[src/rtl/core/assert_macros.svh]
`ifndef ASSERT_MACROS_SVH
`define ASSERT_MACROS_SVH

// check c in the cycle after a
`define FIRL_ASSERT_NEXT(lbl, clk_s, rst_n_s, a, c) \
	lbl: assert property (@(posedge clk_s) disable iff (!rst_n_s) (a) |=> (c)) \
		else $error("interlock assertion failed");

// check c in the same cycle as a
`define FIRL_ASSERT_SAME(lbl, clk_s, rst_n_s, a, c) \
	lbl: assert property (@(posedge clk_s) disable iff (!rst_n_s) (a) |-> (c)) \
		else $error("interlock assertion failed");

`endif

[src/rtl/core/firl_pkg.sv]
`timescale 1ns / 1ps
package firl_pkg;

	localparam int unsigned HISTORY_DEPTH_DEF = 16;
	localparam int unsigned WINDOW_MS_DEF = 60000;

	localparam int CFG_IDX_W = 4;

	localparam logic [CFG_IDX_W-1:0] CFG_ENVELOPE_X = 4'd0;
	localparam logic [CFG_IDX_W-1:0] CFG_ENVELOPE_Y = 4'd1;
	localparam logic [CFG_IDX_W-1:0] CFG_ZONE_X = 4'd2;
	localparam logic [CFG_IDX_W-1:0] CFG_ZONE_Y = 4'd3;
	localparam logic [CFG_IDX_W-1:0] CFG_ZONE_ENABLE = 4'd4;
	localparam logic [CFG_IDX_W-1:0] CFG_QUIET = 4'd5;
	localparam logic [CFG_IDX_W-1:0] CFG_MAX_PER_WINDOW = 4'd6;
	localparam logic [CFG_IDX_W-1:0] CFG_FIRE_DURATION = 4'd7;

	localparam logic [1:0] LINK_OK = 2'd0;
	localparam logic [1:0] LINK_TRANSPORT = 2'd1;
	localparam logic [1:0] LINK_DOWN = 2'd2;
	localparam logic [1:0] LINK_REFUSED = 2'd3;

	localparam logic REQ_AUTHORISE = 1'b0;
	localparam logic REQ_SENT = 1'b1;

	typedef enum logic [3:0] {
		REF_NONE = 4'd0,
		REF_UNCONFIRMED = 4'd1,
		REF_TRANSPORT = 4'd2,
		REF_UNAVAILABLE = 4'd3,
		REF_REJECTED = 4'd4,
		REF_NO_ENVELOPE = 4'd5,
		REF_ZONE = 4'd6,
		REF_COOLING = 4'd7,
		REF_RATE = 4'd8
	} refusal_t;

	typedef enum logic [2:0] {
		ST_IDLE,
		ST_CHECK,
		ST_WALK,
		ST_DRAIN,
		ST_RESULT,
		ST_STORE
	} state_t;

	typedef struct packed {
		logic req_type;
		logic [31:0] now_ms;
		logic intent_fire;
		logic [1:0] link_status;
		logic signed [15:0] aim_x;
		logic signed [15:0] aim_y;
	} in_item_t;

	typedef struct packed {
		logic granted;
		refusal_t refusal_code;
		logic signed [15:0] grant_x;
		logic signed [15:0] grant_y;
		logic [15:0] grant_duration_ms;
	} out_item_t;

	typedef struct packed {
		logic [31:0] envelope_x_range;
		logic [31:0] envelope_y_range;
		logic [31:0] zone_x_range;
		logic [31:0] zone_y_range;
		logic zone_enable;
		logic [31:0] quiet_ms;
		logic [4:0] max_per_window;
		logic [15:0] fire_duration_ms;
	} cfg_t;

	typedef struct packed {
		logic load;
		logic rd_issue;
		logic emit;
		logic store;
	} ctrl_cmd_t;

	typedef struct packed {
		logic is_sent;
		logic early_refuse;
		logic walk_last;
	} dp_status_t;

endpackage

[src/rtl/core/firl_cfg_regs.sv]
`timescale 1ns / 1ps
module firl_cfg_regs (
	input logic clk,
	input logic arst_n,
	input logic cfg_valid,
	output logic cfg_ready,
	input logic [firl_pkg::CFG_IDX_W-1:0] cfg_index,
	input logic [31:0] cfg_data,
	output firl_pkg::cfg_t cfg
);

	firl_pkg::cfg_t cfg_q;

	assign cfg_ready = 1'b1;
	assign cfg = cfg_q;

	always_ff @(posedge clk or negedge arst_n) begin
		if (!arst_n) begin
			cfg_q <= '0;
		end else if (cfg_valid && cfg_ready) begin
			unique case (cfg_index)
				firl_pkg::CFG_ENVELOPE_X: cfg_q.envelope_x_range <= cfg_data;
				firl_pkg::CFG_ENVELOPE_Y: cfg_q.envelope_y_range <= cfg_data;
				firl_pkg::CFG_ZONE_X: cfg_q.zone_x_range <= cfg_data;
				firl_pkg::CFG_ZONE_Y: cfg_q.zone_y_range <= cfg_data;
				firl_pkg::CFG_ZONE_ENABLE: cfg_q.zone_enable <= cfg_data[0];
				firl_pkg::CFG_QUIET: cfg_q.quiet_ms <= cfg_data;
				firl_pkg::CFG_MAX_PER_WINDOW: cfg_q.max_per_window <= cfg_data[4:0];
				firl_pkg::CFG_FIRE_DURATION: cfg_q.fire_duration_ms <= cfg_data[15:0];
				default: begin
				end
			endcase
		end
	end

endmodule

[src/rtl/core/firl_ctrl.sv]
`timescale 1ns / 1ps
module firl_ctrl (
	input logic clk,
	input logic arst_n,
	input logic start,
	output logic busy,
	input firl_pkg::dp_status_t status,
	output firl_pkg::ctrl_cmd_t cmd
);

	firl_pkg::state_t state_q, state_d;

	always_ff @(posedge clk or negedge arst_n) begin
		if (!arst_n) begin
			state_q <= firl_pkg::ST_IDLE;
		end else begin
			state_q <= state_d;
		end
	end

	always_comb begin
		state_d = state_q;
		cmd = '0;
		busy = 1'b1;
		unique case (state_q)
			firl_pkg::ST_IDLE: begin
				busy = 1'b0;
				if (start) begin
					cmd.load = 1'b1;
					state_d = firl_pkg::ST_CHECK;
				end
			end
			firl_pkg::ST_CHECK: begin
				if (!status.is_sent && status.early_refuse) begin
					state_d = firl_pkg::ST_RESULT;
				end else begin
					state_d = firl_pkg::ST_WALK;
				end
			end
			firl_pkg::ST_WALK: begin
				cmd.rd_issue = 1'b1;
				if (status.walk_last) begin
					state_d = firl_pkg::ST_DRAIN;
				end
			end
			firl_pkg::ST_DRAIN: begin
				state_d = status.is_sent ? firl_pkg::ST_STORE : firl_pkg::ST_RESULT;
			end
			firl_pkg::ST_RESULT: begin
				cmd.emit = 1'b1;
				state_d = firl_pkg::ST_IDLE;
			end
			firl_pkg::ST_STORE: begin
				cmd.store = 1'b1;
				state_d = firl_pkg::ST_IDLE;
			end
			default: begin
				state_d = firl_pkg::ST_IDLE;
			end
		endcase
	end

endmodule

[src/rtl/core/firl_datapath.sv]
`timescale 1ns / 1ps
module firl_datapath #(
	parameter int unsigned HISTORY_DEPTH = firl_pkg::HISTORY_DEPTH_DEF,
	parameter int unsigned WINDOW_MS = firl_pkg::WINDOW_MS_DEF
) (
	input logic clk,
	input logic arst_n,
	input firl_pkg::in_item_t in_item,
	input firl_pkg::cfg_t cfg,
	input firl_pkg::ctrl_cmd_t cmd,
	output firl_pkg::dp_status_t status,
	output logic result_valid,
	output firl_pkg::out_item_t result
);

	localparam int IDX_W = $clog2(HISTORY_DEPTH);
	localparam int CNT_W = $clog2(HISTORY_DEPTH + 1);
	localparam int CMP_W = (CNT_W > 5) ? CNT_W : 5;
	localparam logic [IDX_W-1:0] LAST_IDX = IDX_W'(HISTORY_DEPTH - 1);
	localparam logic [31:0] WIN = 32'(WINDOW_MS);

	logic [31:0] mem [HISTORY_DEPTH];

	firl_pkg::in_item_t item_q;
	logic [HISTORY_DEPTH-1:0] send_valid_q;
	logic [IDX_W-1:0] newest_q;
	logic [IDX_W-1:0] write_q;
	logic [IDX_W-1:0] idx_q;
	logic [CNT_W-1:0] count_q;
	logic cool_q;
	logic eval_en_s1;
	logic [IDX_W-1:0] eval_idx_s1;
	logic [31:0] rd_data_s1;
	logic result_valid_q;
	firl_pkg::out_item_t result_q;

	logic signed [15:0] env_x_lo, env_x_hi, env_y_lo, env_y_hi;
	logic signed [15:0] zone_x_lo, zone_x_hi, zone_y_lo, zone_y_hi;
	logic signed [15:0] gx, gy;
	logic env_empty, in_zone;
	firl_pkg::refusal_t early_code, final_code;
	logic [31:0] age, horizon;
	logic hit_valid;
	logic [CMP_W-1:0] count_ext, max_ext;

	assign env_x_lo = $signed(cfg.envelope_x_range[15:0]);
	assign env_x_hi = $signed(cfg.envelope_x_range[31:16]);
	assign env_y_lo = $signed(cfg.envelope_y_range[15:0]);
	assign env_y_hi = $signed(cfg.envelope_y_range[31:16]);
	assign zone_x_lo = $signed(cfg.zone_x_range[15:0]);
	assign zone_x_hi = $signed(cfg.zone_x_range[31:16]);
	assign zone_y_lo = $signed(cfg.zone_y_range[15:0]);
	assign zone_y_hi = $signed(cfg.zone_y_range[31:16]);

	always_comb begin
		gx = item_q.aim_x;
		if (item_q.aim_x < env_x_lo) begin
			gx = env_x_lo;
		end else if (item_q.aim_x > env_x_hi) begin
			gx = env_x_hi;
		end
		gy = item_q.aim_y;
		if (item_q.aim_y < env_y_lo) begin
			gy = env_y_lo;
		end else if (item_q.aim_y > env_y_hi) begin
			gy = env_y_hi;
		end
	end

	assign env_empty = (env_x_lo > env_x_hi) || (env_y_lo > env_y_hi);
	assign in_zone = cfg.zone_enable && (gx >= zone_x_lo) && (gx <= zone_x_hi)
		&& (gy >= zone_y_lo) && (gy <= zone_y_hi);

	always_comb begin
		priority if (!item_q.intent_fire) begin
			early_code = firl_pkg::REF_UNCONFIRMED;
		end else if (item_q.link_status == firl_pkg::LINK_TRANSPORT) begin
			early_code = firl_pkg::REF_TRANSPORT;
		end else if (item_q.link_status == firl_pkg::LINK_DOWN) begin
			early_code = firl_pkg::REF_UNAVAILABLE;
		end else if (item_q.link_status == firl_pkg::LINK_REFUSED) begin
			early_code = firl_pkg::REF_REJECTED;
		end else if (env_empty) begin
			early_code = firl_pkg::REF_NO_ENVELOPE;
		end else if (in_zone) begin
			early_code = firl_pkg::REF_ZONE;
		end else begin
			early_code = firl_pkg::REF_NONE;
		end
	end

	assign count_ext = CMP_W'(count_q);
	assign max_ext = CMP_W'(cfg.max_per_window);

	always_comb begin
		priority if (early_code != firl_pkg::REF_NONE) begin
			final_code = early_code;
		end else if (cool_q) begin
			final_code = firl_pkg::REF_COOLING;
		end else if (count_ext >= max_ext) begin
			final_code = firl_pkg::REF_RATE;
		end else begin
			final_code = firl_pkg::REF_NONE;
		end
	end

	assign age = item_q.now_ms - rd_data_s1;
	assign horizon = (cfg.quiet_ms > WIN) ? cfg.quiet_ms : WIN;
	assign hit_valid = send_valid_q[eval_idx_s1];

	assign status.is_sent = (item_q.req_type == firl_pkg::REQ_SENT);
	assign status.early_refuse = (early_code != firl_pkg::REF_NONE);
	assign status.walk_last = (idx_q == LAST_IDX);

	always_ff @(posedge clk or negedge arst_n) begin
		if (!arst_n) begin
			send_valid_q <= '0;
			newest_q <= '0;
			write_q <= '0;
			idx_q <= '0;
			count_q <= '0;
			cool_q <= 1'b0;
			eval_en_s1 <= 1'b0;
			result_valid_q <= 1'b0;
		end else begin
			eval_en_s1 <= cmd.rd_issue;
			result_valid_q <= cmd.emit;
			if (cmd.load) begin
				idx_q <= '0;
				count_q <= '0;
				cool_q <= 1'b0;
			end else if (cmd.rd_issue) begin
				idx_q <= idx_q + 1'b1;
			end
			if (eval_en_s1 && hit_valid) begin
				if (status.is_sent) begin
					if (age >= horizon) begin
						send_valid_q[eval_idx_s1] <= 1'b0;
					end
				end else begin
					if (age < WIN) begin
						count_q <= count_q + 1'b1;
					end
					if ((eval_idx_s1 == newest_q) && (age < cfg.quiet_ms)) begin
						cool_q <= 1'b1;
					end
				end
			end
			if (cmd.store) begin
				send_valid_q[write_q] <= 1'b1;
				newest_q <= write_q;
				write_q <= (write_q == LAST_IDX) ? '0 : write_q + 1'b1;
			end
		end
	end

	always_ff @(posedge clk) begin
		if (cmd.load) begin
			item_q <= in_item;
		end
		if (cmd.rd_issue) begin
			rd_data_s1 <= mem[idx_q];
			eval_idx_s1 <= idx_q;
		end
		if (cmd.store) begin
			mem[write_q] <= item_q.now_ms;
		end
		if (cmd.emit) begin
			result_q.granted <= (final_code == firl_pkg::REF_NONE);
			result_q.refusal_code <= final_code;
			result_q.grant_x <= (final_code == firl_pkg::REF_NONE) ? gx : '0;
			result_q.grant_y <= (final_code == firl_pkg::REF_NONE) ? gy : '0;
			result_q.grant_duration_ms <= (final_code == firl_pkg::REF_NONE)
				? cfg.fire_duration_ms : '0;
		end
	end

	assign result_valid = result_valid_q;
	assign result = result_q;

endmodule

[src/rtl/core/fire_interlock_rate_limiter_top.sv]
`timescale 1ns / 1ps
// Fire interlock with sliding-window rate limit and cool-down.
// Input channel: raise start with in_item while busy is low; the transaction is
// taken at that clock edge and busy rises on the next cycle.
// An authorise request yields one result on result, marked by result_valid for
// exactly one cycle; a fire-sent event yields no result.
// An authorise request refused by intent, link, envelope or zone passes from
// acceptance through CHECK and RESULT to the registered result strobe. Any
// other request walks the send-time store, one entry per cycle through its
// registered read port, then passes DRAIN and RESULT. A fire-sent event walks
// the store too and ends in STORE with the write of the new send time.
// busy is low again in the cycle the result strobe shows, so the next start
// may be taken then.
// Configuration: cfg_valid/cfg_ready write channel, always ready; write only
// while busy is low. Indexes beyond the register list are ignored.
// Reset clears the configuration and control registers, the send-valid bits and
// the slot pointers; the send-time memory is not cleared and needs no clearing pass.
// The receiver cannot stall: a result is present for one cycle only.
`include "assert_macros.svh"
module fire_interlock_rate_limiter_top #(
	parameter int unsigned HISTORY_DEPTH = firl_pkg::HISTORY_DEPTH_DEF,
	parameter int unsigned WINDOW_MS = firl_pkg::WINDOW_MS_DEF
) (
	input logic clk,
	input logic arst_n,
	input logic start,
	output logic busy,
	input firl_pkg::in_item_t in_item,
	input logic cfg_valid,
	output logic cfg_ready,
	input logic [firl_pkg::CFG_IDX_W-1:0] cfg_index,
	input logic [31:0] cfg_data,
	output logic result_valid,
	output firl_pkg::out_item_t result
);

	firl_pkg::cfg_t cfg;
	firl_pkg::ctrl_cmd_t cmd;
	firl_pkg::dp_status_t status;

	firl_cfg_regs u_cfg (
		.clk(clk),
		.arst_n(arst_n),
		.cfg_valid(cfg_valid),
		.cfg_ready(cfg_ready),
		.cfg_index(cfg_index),
		.cfg_data(cfg_data),
		.cfg(cfg)
	);

	firl_ctrl u_ctrl (
		.clk(clk),
		.arst_n(arst_n),
		.start(start),
		.busy(busy),
		.status(status),
		.cmd(cmd)
	);

	firl_datapath #(
		.HISTORY_DEPTH(HISTORY_DEPTH),
		.WINDOW_MS(WINDOW_MS)
	) u_dp (
		.clk(clk),
		.arst_n(arst_n),
		.in_item(in_item),
		.cfg(cfg),
		.cmd(cmd),
		.status(status),
		.result_valid(result_valid),
		.result(result)
	);

	`FIRL_ASSERT_NEXT(a_busy_after_start, clk, arst_n, start && !busy, busy)
	`FIRL_ASSERT_NEXT(a_strobe_single, clk, arst_n, result_valid, !result_valid)
	`FIRL_ASSERT_SAME(a_grant_code, clk, arst_n, result_valid,
		result.granted == (result.refusal_code == firl_pkg::REF_NONE))
	`FIRL_ASSERT_SAME(a_refused_zero, clk, arst_n, result_valid && !result.granted,
		result.grant_duration_ms == 16'd0 && result.grant_x == 16'sd0)
	`FIRL_ASSERT_NEXT(a_emit_strobe, clk, arst_n, cmd.emit, result_valid && !busy)

endmodule
[config.mk]
export PLATFORM = sky130hd
export DESIGN_NAME = fire_interlock_rate_limiter_top
export DESIGN_NICKNAME = d
export VERILOG_FILES = /design/src/rtl/core/firl_pkg.sv /design/src/rtl/core/firl_cfg_regs.sv /design/src/rtl/core/firl_ctrl.sv /design/src/rtl/core/firl_datapath.sv /design/src/rtl/core/fire_interlock_rate_limiter_top.sv
export VERILOG_INCLUDE_DIRS = /design/src /design/src/rtl/core
export SDC_FILE = /design/constraint.sdc
export NUM_CORES = 1
export LEC_CHECK = 0
export BUFFER_PORTS_ARGS = -buffer_cell sky130_fd_sc_hd__buf_2
export CORE_ASPECT_RATIO = 1.2
export CORE_MARGIN = 2
export CORE_UTILIZATION = 40
export DETAILED_ROUTE_END_ITERATION = 6
export HOLD_SLACK_MARGIN = 0.15
export SETUP_SLACK_MARGIN = 0.2
export SYNTH_ARGS = -nofsm -noshare
export SYNTH_HDL_FRONTEND = slang
export SYNTH_SLANG_ARGS = --single-unit
export TNS_END_PERCENT = 30
[constraint.sdc]
create_clock -name clk -period 8.5 [get_ports clk]
set_input_delay 2.125 -clock clk [delete_from_list [all_inputs] [get_ports clk]]
set_output_delay 2.125 -clock clk [all_outputs]
set_load 0.03 [all_outputs]
; ---- Yosys cells after proc, flatten, opt, wreduce, memory -nomap -nowiden
; Memories as Yosys holds them, arrays and structs flattened. A register that Yosys moved wholly into a read port is not among the register bits.
; Index checks and enable logic that the tools add are counted.
[totals]
reg_bits = 346
mem_bits_rw = 512
inputBits = 108
output_inout_bits = 56
word_cells = 149
n_memories = 1
[mem_list]
columns = name, words, width, read_ports, rd_clocked_by_memory_dff, wr, line
row1 = u_dp.mem, 16, 32, 1, 1, 1, firl_datapath.sv:22  ; logic [31:0] mem [HISTORY_DEPTH];
[op_classes]
add_sub_neg = 4
n_lt_le_gt_ge = 19
eq_ne = 20
muxes = 48
bitwise_logic = 3
n_reduce_logical = 25
[ops]
columns = operator, n
row1 = 16-bit 2-to-1 mux, 8
row2 = 16-bit greater-than comparator, 4
row3 = 4-bit 2-to-1 mux, 11
row4 = 16-bit >= comparator, 2
row5 = 32-bit >= comparator, 1
row6 = 32-bit by 16-bit greater-than comparator with 1-bit output (second input constant), 1
row7 = 16-bit less-or-equal comparator, 2
row8 = 16-bit < comparator, 2
row9 = 32-bit by 16-bit < comparator with 1-bit output (second input constant), 1
row10 = 32-bit < comparator, 1
row11 = 32-bit 2-to-1 mux, 1
row12 = 32-bit subtractor, 1
row13 = 5-bit 2-to-1 mux, 4
row14 = 2-bit AND reduction, 9
row15 = 16-bit AND, 1
row16 = 4-bit by 3-bit equality test with 1-bit output (second input constant), 4
row17 = 1-bit 2-to-1 mux, 16
row18 = 16-bit NOT, 1
row19 = 16-bit OR, 1
row20 = 3-bit 2-to-1 mux, 4
row21 = 3-bit one-hot mux with 4 select lines, 1
row22 = 4-bit by 5-bit < comparator with 1-bit output (second input constant), 2
row23 = 1-bit logical AND, 9
row24 = 4-bit by 1-bit adder with 4-bit output (second input constant), 2
row25 = 21 further kinds, 30

; ---- Depth between registers and ports, before layout
; Gate-level depths: netlist (run 1).
[logic_depth]
ltp_word = 18
depth_mapped = 29
depth_no_buf = 25

; ---- Hierarchy
; A second synthesis (run 1) with hierarchy kept.
[hier_totals]
cells_unflattened = 2762
hier_area_um2 = 41960.2
[modules_own_cells]
columns = module, n_inst, cells_per_inst, area_per_inst_um2, seq_area_each_um2
row1 = firl_datapath, 1, 2347, 34859.7, 20990.1
row2 = firl_cfg_regs, 1, 397, 6915.4, 4554.4
row3 = firl_ctrl, 1, 18, 185.2, 75.1

; ---- Worst setup path after synthesis (run 1)
; No wires, ideal clock.
[synth_timing]
kind = register to register
from = register u_dp.item_q[1] (netlist bit)
to = register u_dp.result_q (netlist bit u_dp.result[52]), data pin
setup_time_ps = 264
arrival_ps = 5962
required_ps = 8236
slack_ps = 2274
stages_incl_launch_ff = 28
path_buffers = 4
period_less_slack_ps = 6226
cell_sequence = edfxtp_1 ha_1 nor2b_1 o21a_1 o21a_1 o21a_1 o21a_1 o21ai_0 a21oi_1 a211oi_1 clkbuf_1 mux2i_1 a21oi_1 ha_1 nor2b_1 o21a_1 o21a_1 o21a_1 o21ai_0 nand4_1 a31oi_1 nand4_1 o2111ai_1 or3_1 clkbuf_1 buf_1 buf_1 inv_1
[synth_between]
elab_chain_len = 15
elab_cells_between_ends = 17
classes_between = 4 x order compare / 9 x mux / 4 x reduce/logical
[synth_lines]
columns = element, line
row1 = from (decl), firl_datapath.sv:24  ; firl_pkg::in_item_t item_q;
row2 = from (signal assigned), firl_datapath.sv:159  ; item_q <= in_item;
row3 = 16-bit greater-than comparator, firl_datapath.sv:65  ; end else if (item_q.aim_y > env_y_hi) begin
row4 = 16-bit 2-to-1 mux, firl_datapath.sv:65
row5 = 16-bit 2-to-1 mux *, firl_datapath.sv:63  ; if (item_q.aim_y < env_y_lo) begin
row6 = named net u_dp.gy[1], firl_datapath.sv:39  ; logic signed [15:0] gx, gy;
row7 = 16-bit >= comparator, firl_datapath.sv:72  ; && (gy >= zone_y_lo) && (gy <= zone_y_hi);
row8 = 1-bit logical AND, firl_datapath.sv:72
row9 = 1-bit logical AND *, firl_datapath.sv:72
row10 = 3-bit 2-to-1 mux *, firl_datapath.sv:85  ; end else if (in_zone) begin
row11 = 4-bit 2-to-1 mux *, firl_datapath.sv:83  ; end else if (env_empty) begin
row12 = 4-bit 2-to-1 mux *, firl_datapath.sv:81  ; end else if (item_q.link_status == firl_pkg::LINK_REFUSED) begin
row13 = 4-bit 2-to-1 mux *, firl_datapath.sv:79  ; end else if (item_q.link_status == firl_pkg::LINK_DOWN) begin
row14 = 4-bit 2-to-1 mux *, firl_datapath.sv:77  ; end else if (item_q.link_status == firl_pkg::LINK_TRANSPORT) begin
row15 = 4-bit 2-to-1 mux *, firl_datapath.sv:75  ; priority if (!item_q.intent_fire) begin
row16 = 4-bit nonzero test, firl_datapath.sv:96  ; priority if (early_code != firl_pkg::REF_NONE) begin
row17 = 4-bit 2-to-1 mux *, firl_datapath.sv:96
row18 = 4-bit zero test *, firl_datapath.sv:169  ; result_q.granted <= (final_code == firl_pkg::REF_NONE);
row19 = to (decl), firl_datapath.sv:35  ; firl_pkg::out_item_t result_q;
; The timed path passes the listed nets; every way through them passes the cells marked *.
; A chain may end at the register's enable or synchronous reset.

; ---- Worst setup path after layout (run 1)
[layout_timing]
from = register u_cfg.cfg_q (netlist bit u_cfg.cfg[167])
to = register u_dp.result_q (netlist bit u_dp.result[20]), data pin
[layout_between]
elab_chain_len = 17
elab_cells_between_ends = 20
classes_between = 4 x order compare / 9 x mux / 7 x reduce/logical
[layout_lines]
columns = element, line
row1 = from (decl), firl_cfg_regs.sv:12  ; firl_pkg::cfg_t cfg_q;
row2 = 16-bit greater-than comparator, firl_datapath.sv:59  ; end else if (item_q.aim_x > env_x_hi) begin
row3 = 16-bit 2-to-1 mux, firl_datapath.sv:59
row4 = 16-bit 2-to-1 mux, firl_datapath.sv:57  ; if (item_q.aim_x < env_x_lo) begin
row5 = 16-bit >= comparator, firl_datapath.sv:71  ; assign in_zone = cfg.zone_enable && (gx >= zone_x_lo) && (gx <= zone_x_hi)
row6 = 1-bit logical AND (2 in a row), firl_datapath.sv:71
row7 = 1-bit logical AND (2 in a row), firl_datapath.sv:72
row8 = 3-bit 2-to-1 mux, firl_datapath.sv:85
row9 = 4-bit 2-to-1 mux *, firl_datapath.sv:83
row10 = 4-bit 2-to-1 mux *, firl_datapath.sv:81
row11 = 4-bit 2-to-1 mux *, firl_datapath.sv:79
row12 = 4-bit 2-to-1 mux *, firl_datapath.sv:77
row13 = 4-bit 2-to-1 mux *, firl_datapath.sv:75
row14 = 4-bit nonzero test, firl_datapath.sv:96
row15 = 4-bit 2-to-1 mux *, firl_datapath.sv:96
row16 = 4-bit zero test *, firl_datapath.sv:172  ; result_q.grant_y <= (final_code == firl_pkg::REF_NONE) ? gy : '0;
; Every way passes the cells marked *; elsewhere a longest branch is shown, timed or not.

==> metrics, run 1 <==
Final WS setup=1910 ps; post-route antenna net violation count=0; net switching power=4.80 mW; via count=23900; Core Area=0.103 mm^2; TNS Setup=0 ps; antenna violations before repair=1; outcome=finished clean; internal power=9.64 mW; pin count of the biggest net entering global routing=160; Die Span Y=357 um; CP Max Fanout=49; dominant cells by area after synthesis=edfxtp_1 (48%), dfrtp_1 (13%), mux4_2 (8.9%), ha_1 (7.9%), mux2_2 (2.8%); Sink Count=890; kind of critical path=flop to flop; worst hold slack=472 ps; Async SR Flop Fraction=24.8%; Clk Latency, worst-skew pair=670 ps; pwr/cell area=307 mW/mm^2; Syn Area/Cell=14.5 um^2; Post-CTS Resized=0; Critical Path End Type=flop; Netlist cell types=70; Top Metal Used=met5; r2r setup slk=1910 ps; synth cell count leaders=edfxtp_1 (669), ha_1 (263), inv_1 (250); sw frac=33.2%; final setup violation count=0; total track usage=19.2%; I/O Pins=164; #FFs+latches synth=890; Clock Skew=36.2 ps; FF-to-FF path depth=26; Synth area leader=edfxtp_1; root buf cell=clkbuf_16; Num CTS Buffers=95; Area growth, synth to finish=13.6%; Max-slew headroom=26.6%; port bufs=162; CP endpoint=u_dp.result[20]; most used cell, CP=a21o_1; drt initial violations=1613; Slew @ Worst Pin=1100 ps; yosys warns=0; aggregate global routing overflow=0; die width=298 um; global-route wire length before repair=153000 um; Post-synth EDFFs=669; Post-Syn Area=0.0414 mm^2; Hold Crit Class=flop to flop; peak supply drop=0.000186 V; clock power share=28.6%; final worst path period share=77.5%; die footprint=0.106 mm^2; CTS tree=built; row cnt=129; R2R Path Start=u_cfg.cfg[167]; Final Util=45.7%; Synth top area share=48.5%; DR vias/cell=5.32; DRT Pass-1 Iters=5; Nets=3420; HPWL Detailed=65100 um; worst slack, placed=1860 ps; Initial Utilization=40.2%; Worst Path Required=8960 ps; post-route minimum period=6590 ps; beginning of the critical path=u_cfg.cfg[167]; synthesized instance count=2853; Ant. Diodes=0; count leader, synth=edfxtp_1; top_reg_cell synth=edfxtp_1; Routed WL=102000 um; crit-path max cell delay=920 ps; layout cells sized above 1=21.0%; f_max=152 MHz; Placer Congestion=0.849; startpoint class of the critical path=flop; Flop pwr share=40.4%; Max-Cap Viols=0; Final Hold Vio Count=0; Max Transition Viols Final=0; WL met3=4240 um; Logic pwr share=31.0%; Data arrival, critical path=7040 ps; wl on met1=43000 um; post-synthesis net count=3225; CP max-delay cell=or3_2; htree depth=3; vias in the first global route=24400; hold buffers post-CTS=0; post-CTS setup buffers=0; FF-to-FF End=u_dp.result[20]; wire per inst=22.7 um; RSZ-0062 raised after global routing=no; Leak=18.3 nW; Max Root-Sink Buffers=3; DRC=0; Worst-path clk slew=60 ps; met2 wire length=51900 um; register area share after synthesis=61.8%
[registers in the layout, indices dropped and copies added, names as in the netlist]
name,cells
u_dp.mem,512
u_cfg.cfg,182
u_dp.item_q,67
u_dp.result,53
u_dp.rd_data_s1,32
u_dp.send_valid_q,16
u_dp.count_ext,5
u_dp.eval_idx_s1,4
u_dp.idx_q,4
u_dp.newest_q,4
u_dp.write_q,4
u_ctrl.state_q,3
u_dp.cool_q,1
u_dp.eval_en_s1,1
u_dp.result_valid,1
u_dp.status,1
[power groups by stage]
stage | Sequential, mW | Combinational, mW | Clock, mW
after floorplan | 5.76 | 3.33 | 0
after global placement | 5.92 | 4.43 | 0
after detailed placement | 5.93 | 4.49 | 0
after CTS | 5.85 | 4.51 | 4.22
after global routing | 5.91 | 5.06 | 4.39
final | 5.84 | 4.47 | 4.13
[worst min path at each step]
| stage | startpoint | endpoint | cells after the start |
|---|---|---|---|
| floorplan | u_dp.idx_q[2] | u_dp.eval_idx_s1[2] | 0 |
| global placement | u_dp.send_valid_q[7] | u_dp.send_valid_q[7] | 1 |
| detailed placement | u_dp.send_valid_q[0] | u_dp.send_valid_q[0] | 1 |
| CTS | u_dp.send_valid_q[0] | u_dp.send_valid_q[0] | 1 |
| global route | u_dp.send_valid_q[9] | u_dp.send_valid_q[9] | 1 |
| finish | u_dp.send_valid_q[0] | u_dp.send_valid_q[0] | 1 |
[per-stage QoR]
stage	cells	total power, mW	instance area, um^2
after global routing	4500	15.4	47100
final	4500	14.4	47100
after CTS	4500	14.6	47100
after global placement	4326	10.4	43900
after floorplan	2853	9.09	41400
after detailed placement	4326	10.4	43900
[critical path: cells and delay by family, from the launching register on]
family | cells | cell delay, ps
compound gates | 17 | 3530
simple gates | 4 | 1260
flops | 1 | 350
buf+inv | 2 | 390
mux | 1 | 260
fa+ha+maj | 2 | 530
[cell families after synthesis]
group	count (synthesis)	share of synthesized area, %
flip-flops	890	61.8
AND/OR/NAND/NOR	506	5.94
AO/OA/AOI/OAI	504	7.69
buffers and inverters	350	3.25
multiplexers	304	12.6
adder cells (fa/ha/maj)	264	7.99
XOR/XNOR	34	0.719
other	1	0.00905
[cell usage in the layout, fill, tap and decap left out, types with 6 or more instances in the layout]
cell type  instances
o211ai_1          14
nand4_1           44
dfrtp_1          217
edfxtp_1         669
and4_1             6
a31oi_1           10
nand2b_1          23
bufinv_16          6
nor3b_1            8
nor2b_1           29
mux2i_1           37
buf_2            161
o21a_1            24
and2_1             7
o21ai_0          142
or3_1              6
and2_2            16
mux2_2           104
a21o_1            96
nor2_1           115
clkinv_2          22
nand2_1          170
and3_1             7
xor2_1            14
nand3_1           26
inv_1            249
ha_1             263
clkbuf_16        100
clkinv_1          12
nor4_1            10
nor3_1            15
buf_4             35
a21oi_1          126
xnor2_1           20
mux4_2           163
a211oi_1          38
clkbuf_1          16
[area by class of cell]
cell class / count / area, um^2
Tap cell: 1375 / 1720
Timing Repair Buffer: 198 / 1100
Sequential cell: 890 / 25600
Fill cell: 9201 / 55900
Inverter: 250 / 941
Clock inverter: 56 / 544
Clock buffer: 118 / 2590
Multi-Input combinational cell: 1613 / 14500
[metal layers]
| metal | global-route usage (%) | up-vias |
|---|---|---|
| li1 | - | 11200 |
| met1 | 24.4 | 12100 |
| met2 | 34.0 | 539 |
| met3 | 2.47 | 145 |
| met4 | 6.36 | 2 |
| met5 | 0 | - |
Note: power is estimated with default switching activity, not from simulation.
==> run 2: changes to the inputs <==
Settings changed: ABC_AREA set to 1.
Clock period 8.5 ns to 6.38 ns, I/O delays scaled along.
==> run 2 against run 1 <==
- sequential power increased by 35%
- clock power grew 32%
- sequential cell count is the same
- global-route usage is 2.3 points higher
- critical path type unchanged
- highest routed layer is now met4
==> metrics, run 2 <==
outcome=finished clean; register area share after synthesis=59.1%; cell family with most CP delay=simple AND/OR/NAND/NOR gates; Synth Area in XOR/XNOR=0.323%; commonest cells after routing, fill and taps aside=nand2_1 (843), edfxtp_1 (669), inv_1 (520); Clk Latency, worst-skew pair=690 ps; Max Transition Viols Final=0; post-synthesis net count=4690; startpoint class of the critical path=flop; Hold Path Stages=2; Synth area leader=edfxtp_1; yosys warns=0; Area growth, synth to finish=12.7%; FF-to-FF path depth=26; DRC=0; #FFs+latches synth=890; Num CTS Buffers=92; via count=31500; synth cell count leaders=nand2_1 (843), edfxtp_1 (669), inv_1 (523); post-route minimum period=5350 ps; CP Max Fanout=31; port bufs=162; Top reg by flops=u_dp.mem; Worst-path clk slew=60 ps; root buf cell=clkbuf_16; Post-Syn Area=0.0434 mm^2; Final Hold Vio Count=0; synthesized instance count=4318; most used cell, CP=nand2_1; Sink Count=890; Die Span Y=365 um; Post-CTS Resized=0; Clock Skew=32.9 ps; largest family of logic cells by synthesized area=simple AND/OR/NAND/NOR gates; Min-Delay Endpoint=u_cfg.cfg[59]; die footprint=0.111 mm^2; layout cells sized above 1=9.59%; total track usage=21.5%; Worst Min Path Start=u_cfg.cfg[59]; pwr/cell area=426 mW/mm^2; Placer Congestion=0.901; kind of critical path=flop to flop; Slew @ Worst Pin=1200 ps; f_max=187 MHz; max reg flops=512; Max-Cap Viols=0; Syn Area/Cell=10.0 um^2; I/O Pins=164; post-route antenna net violation count=0; Leak=20.3 nW; TNS Setup=0 ps; Nets=4822; Critical path buffers and inverters=5; Initial Utilization=40.3%; simple-gate portion of the synthesized area=15.7%; Netlist cell types=53; Routed WL=120000 um; dominant cells by area after synthesis=edfxtp_1 (46%), dfrtp_1 (13%), ha_1 (7.6%), nand2_1 (7.3%), o21ai_0 (5.9%); Max-slew headroom=19.8%; global-route wire length before repair=182000 um; antenna violations before repair=4; DR vias/cell=5.31; vias in the first global route=30600; wire per inst=20.2 um; HPWL Detailed=76400 um; Levels on crit path=26; CP max-delay cell=nand2_1; htree depth=3; commonest non-fill, non-tap cell in the layout=nand2_1; Critical Path End Type=flop; Max Root-Sink Buffers=3; CTS tree=built; FF-to-FF End=u_dp.result[39]; row cnt=132; Synth top area share=46.3%; Worst Path Required=6900 ps; area share of fa/ha/maj cells after synthesis=7.63%; post-CTS setup buffers=0; Hold Crit Class=flop to flop; Data arrival, critical path=5860 ps; peak supply drop=0.000299 V; crit-path max cell delay=630 ps; Tot Pwr=20.8 mW; Async SR Flop Fraction=24.8%; hold buffers post-CTS=0; aggregate global routing overflow=0; pin count of the biggest net entering global routing=206; Core Area=0.108 mm^2; final setup violation count=0; die width=305 um; mux cell area share after synthesis=0%; count leader, synth=nand2_1; RSZ-0062 raised after global routing=no; drt initial violations=2429; top_reg_cell synth=edfxtp_1; Post-synth EDFFs=669; final worst path period share=83.8%; DRT Pass-1 Iters=6; r2r setup slk=1030 ps; R2R Path Start=u_dp.item_q[31]; Synth Area in Compound Gates=11.2%
[run 2: cell types whose count changed after synthesis, moves of 35 or more]
cell	before	now
nand2_1	171	843
o21ai_0	142	510
nor2_1	115	398
inv_1	250	523
nand3_1	26	191
mux4_2	163	0
mux2_2	104	0
a21o_1	96	2
o221ai_1	0	94
clkbuf_1	72	141
a211oi_1	39	2
mux2i_1	37	0
o22ai_1	0	35
[run 2: area by class of cell]
class / count / area, um^2
clock inverters: 50 / 579
clock buffers: 120 / 2470
fillers: 10100 / 58800
flip-flops and latches: 890 / 25600
multi-input cells: 2731 / 15200
diodes: 1 / 2.50
inverters: 536 / 2020
well taps: 1407 / 1760
repair buffers: 199 / 1160
[run 2: logic make-up after synthesis]
kind of cell | count (synthesis)
and+or+nand+nor | 1603
DFF | 890
AOI/OAI and AO/OA | 847
buffers and inverters | 697
adders and majority gates | 264
xor gates and xnor gates | 16
other | 1
[run 2: metrics by stage]
step	instances	instance area, um^2	hold slack (ps)	util, %	worst slack (ps)
floorplan	4318	43400	423	-	1730
global placement	5763	45800	465	42.5	1350
detailed placement	5763	45800	473	42.5	1180
CTS	5933	48900	488	45.4	1150
global route	5933	48900	510	45.4	474
finish	5934	48900	485	45.4	1030
[run 2: per-layer routing]
metal	part of all wire, %	global-route usage (%)	vias to the layer above
met4	3.5	8.06	0
met5	0	0	-
met3	5.1	2.51	228
met2	50	37.9	943
li1	-	-	15100
met1	42	27.0	15200
[run 2: worst min-delay path, cell delays in order, from the launching register on]
cell,delay [ps]
dfrtp_1,340
nand2_1,50
o21ai_0,60
[run 2: report_power, final]
group	leakage (nW)	total [mW]	internal, mW	switching [mW]
Combinational	9.93	7.45	2.45	5.00
Sequential	8.89	7.90	7.16	0.734
Clock	1.48	5.45	3.15	2.29
Total	20.3	20.8	12.8	8.03
[run 2: worst max path at each step]
stage	start	endpoint	slack [ps]
2_1_floorplan	u_ctrl.state_q[0]	u_dp.result[0]	1730
3_3_place_gp	u_dp.item_q[31]	u_dp.result[40]	1350
3_5_place_dp	u_dp.item_q[31]	u_dp.result[39]	1180
4_1_cts	u_dp.item_q[31]	u_dp.result[39]	1150
5_1_grt	u_dp.item_q[31]	u_dp.result[34]	470
6_report	u_dp.item_q[31]	u_dp.result[39]	1030
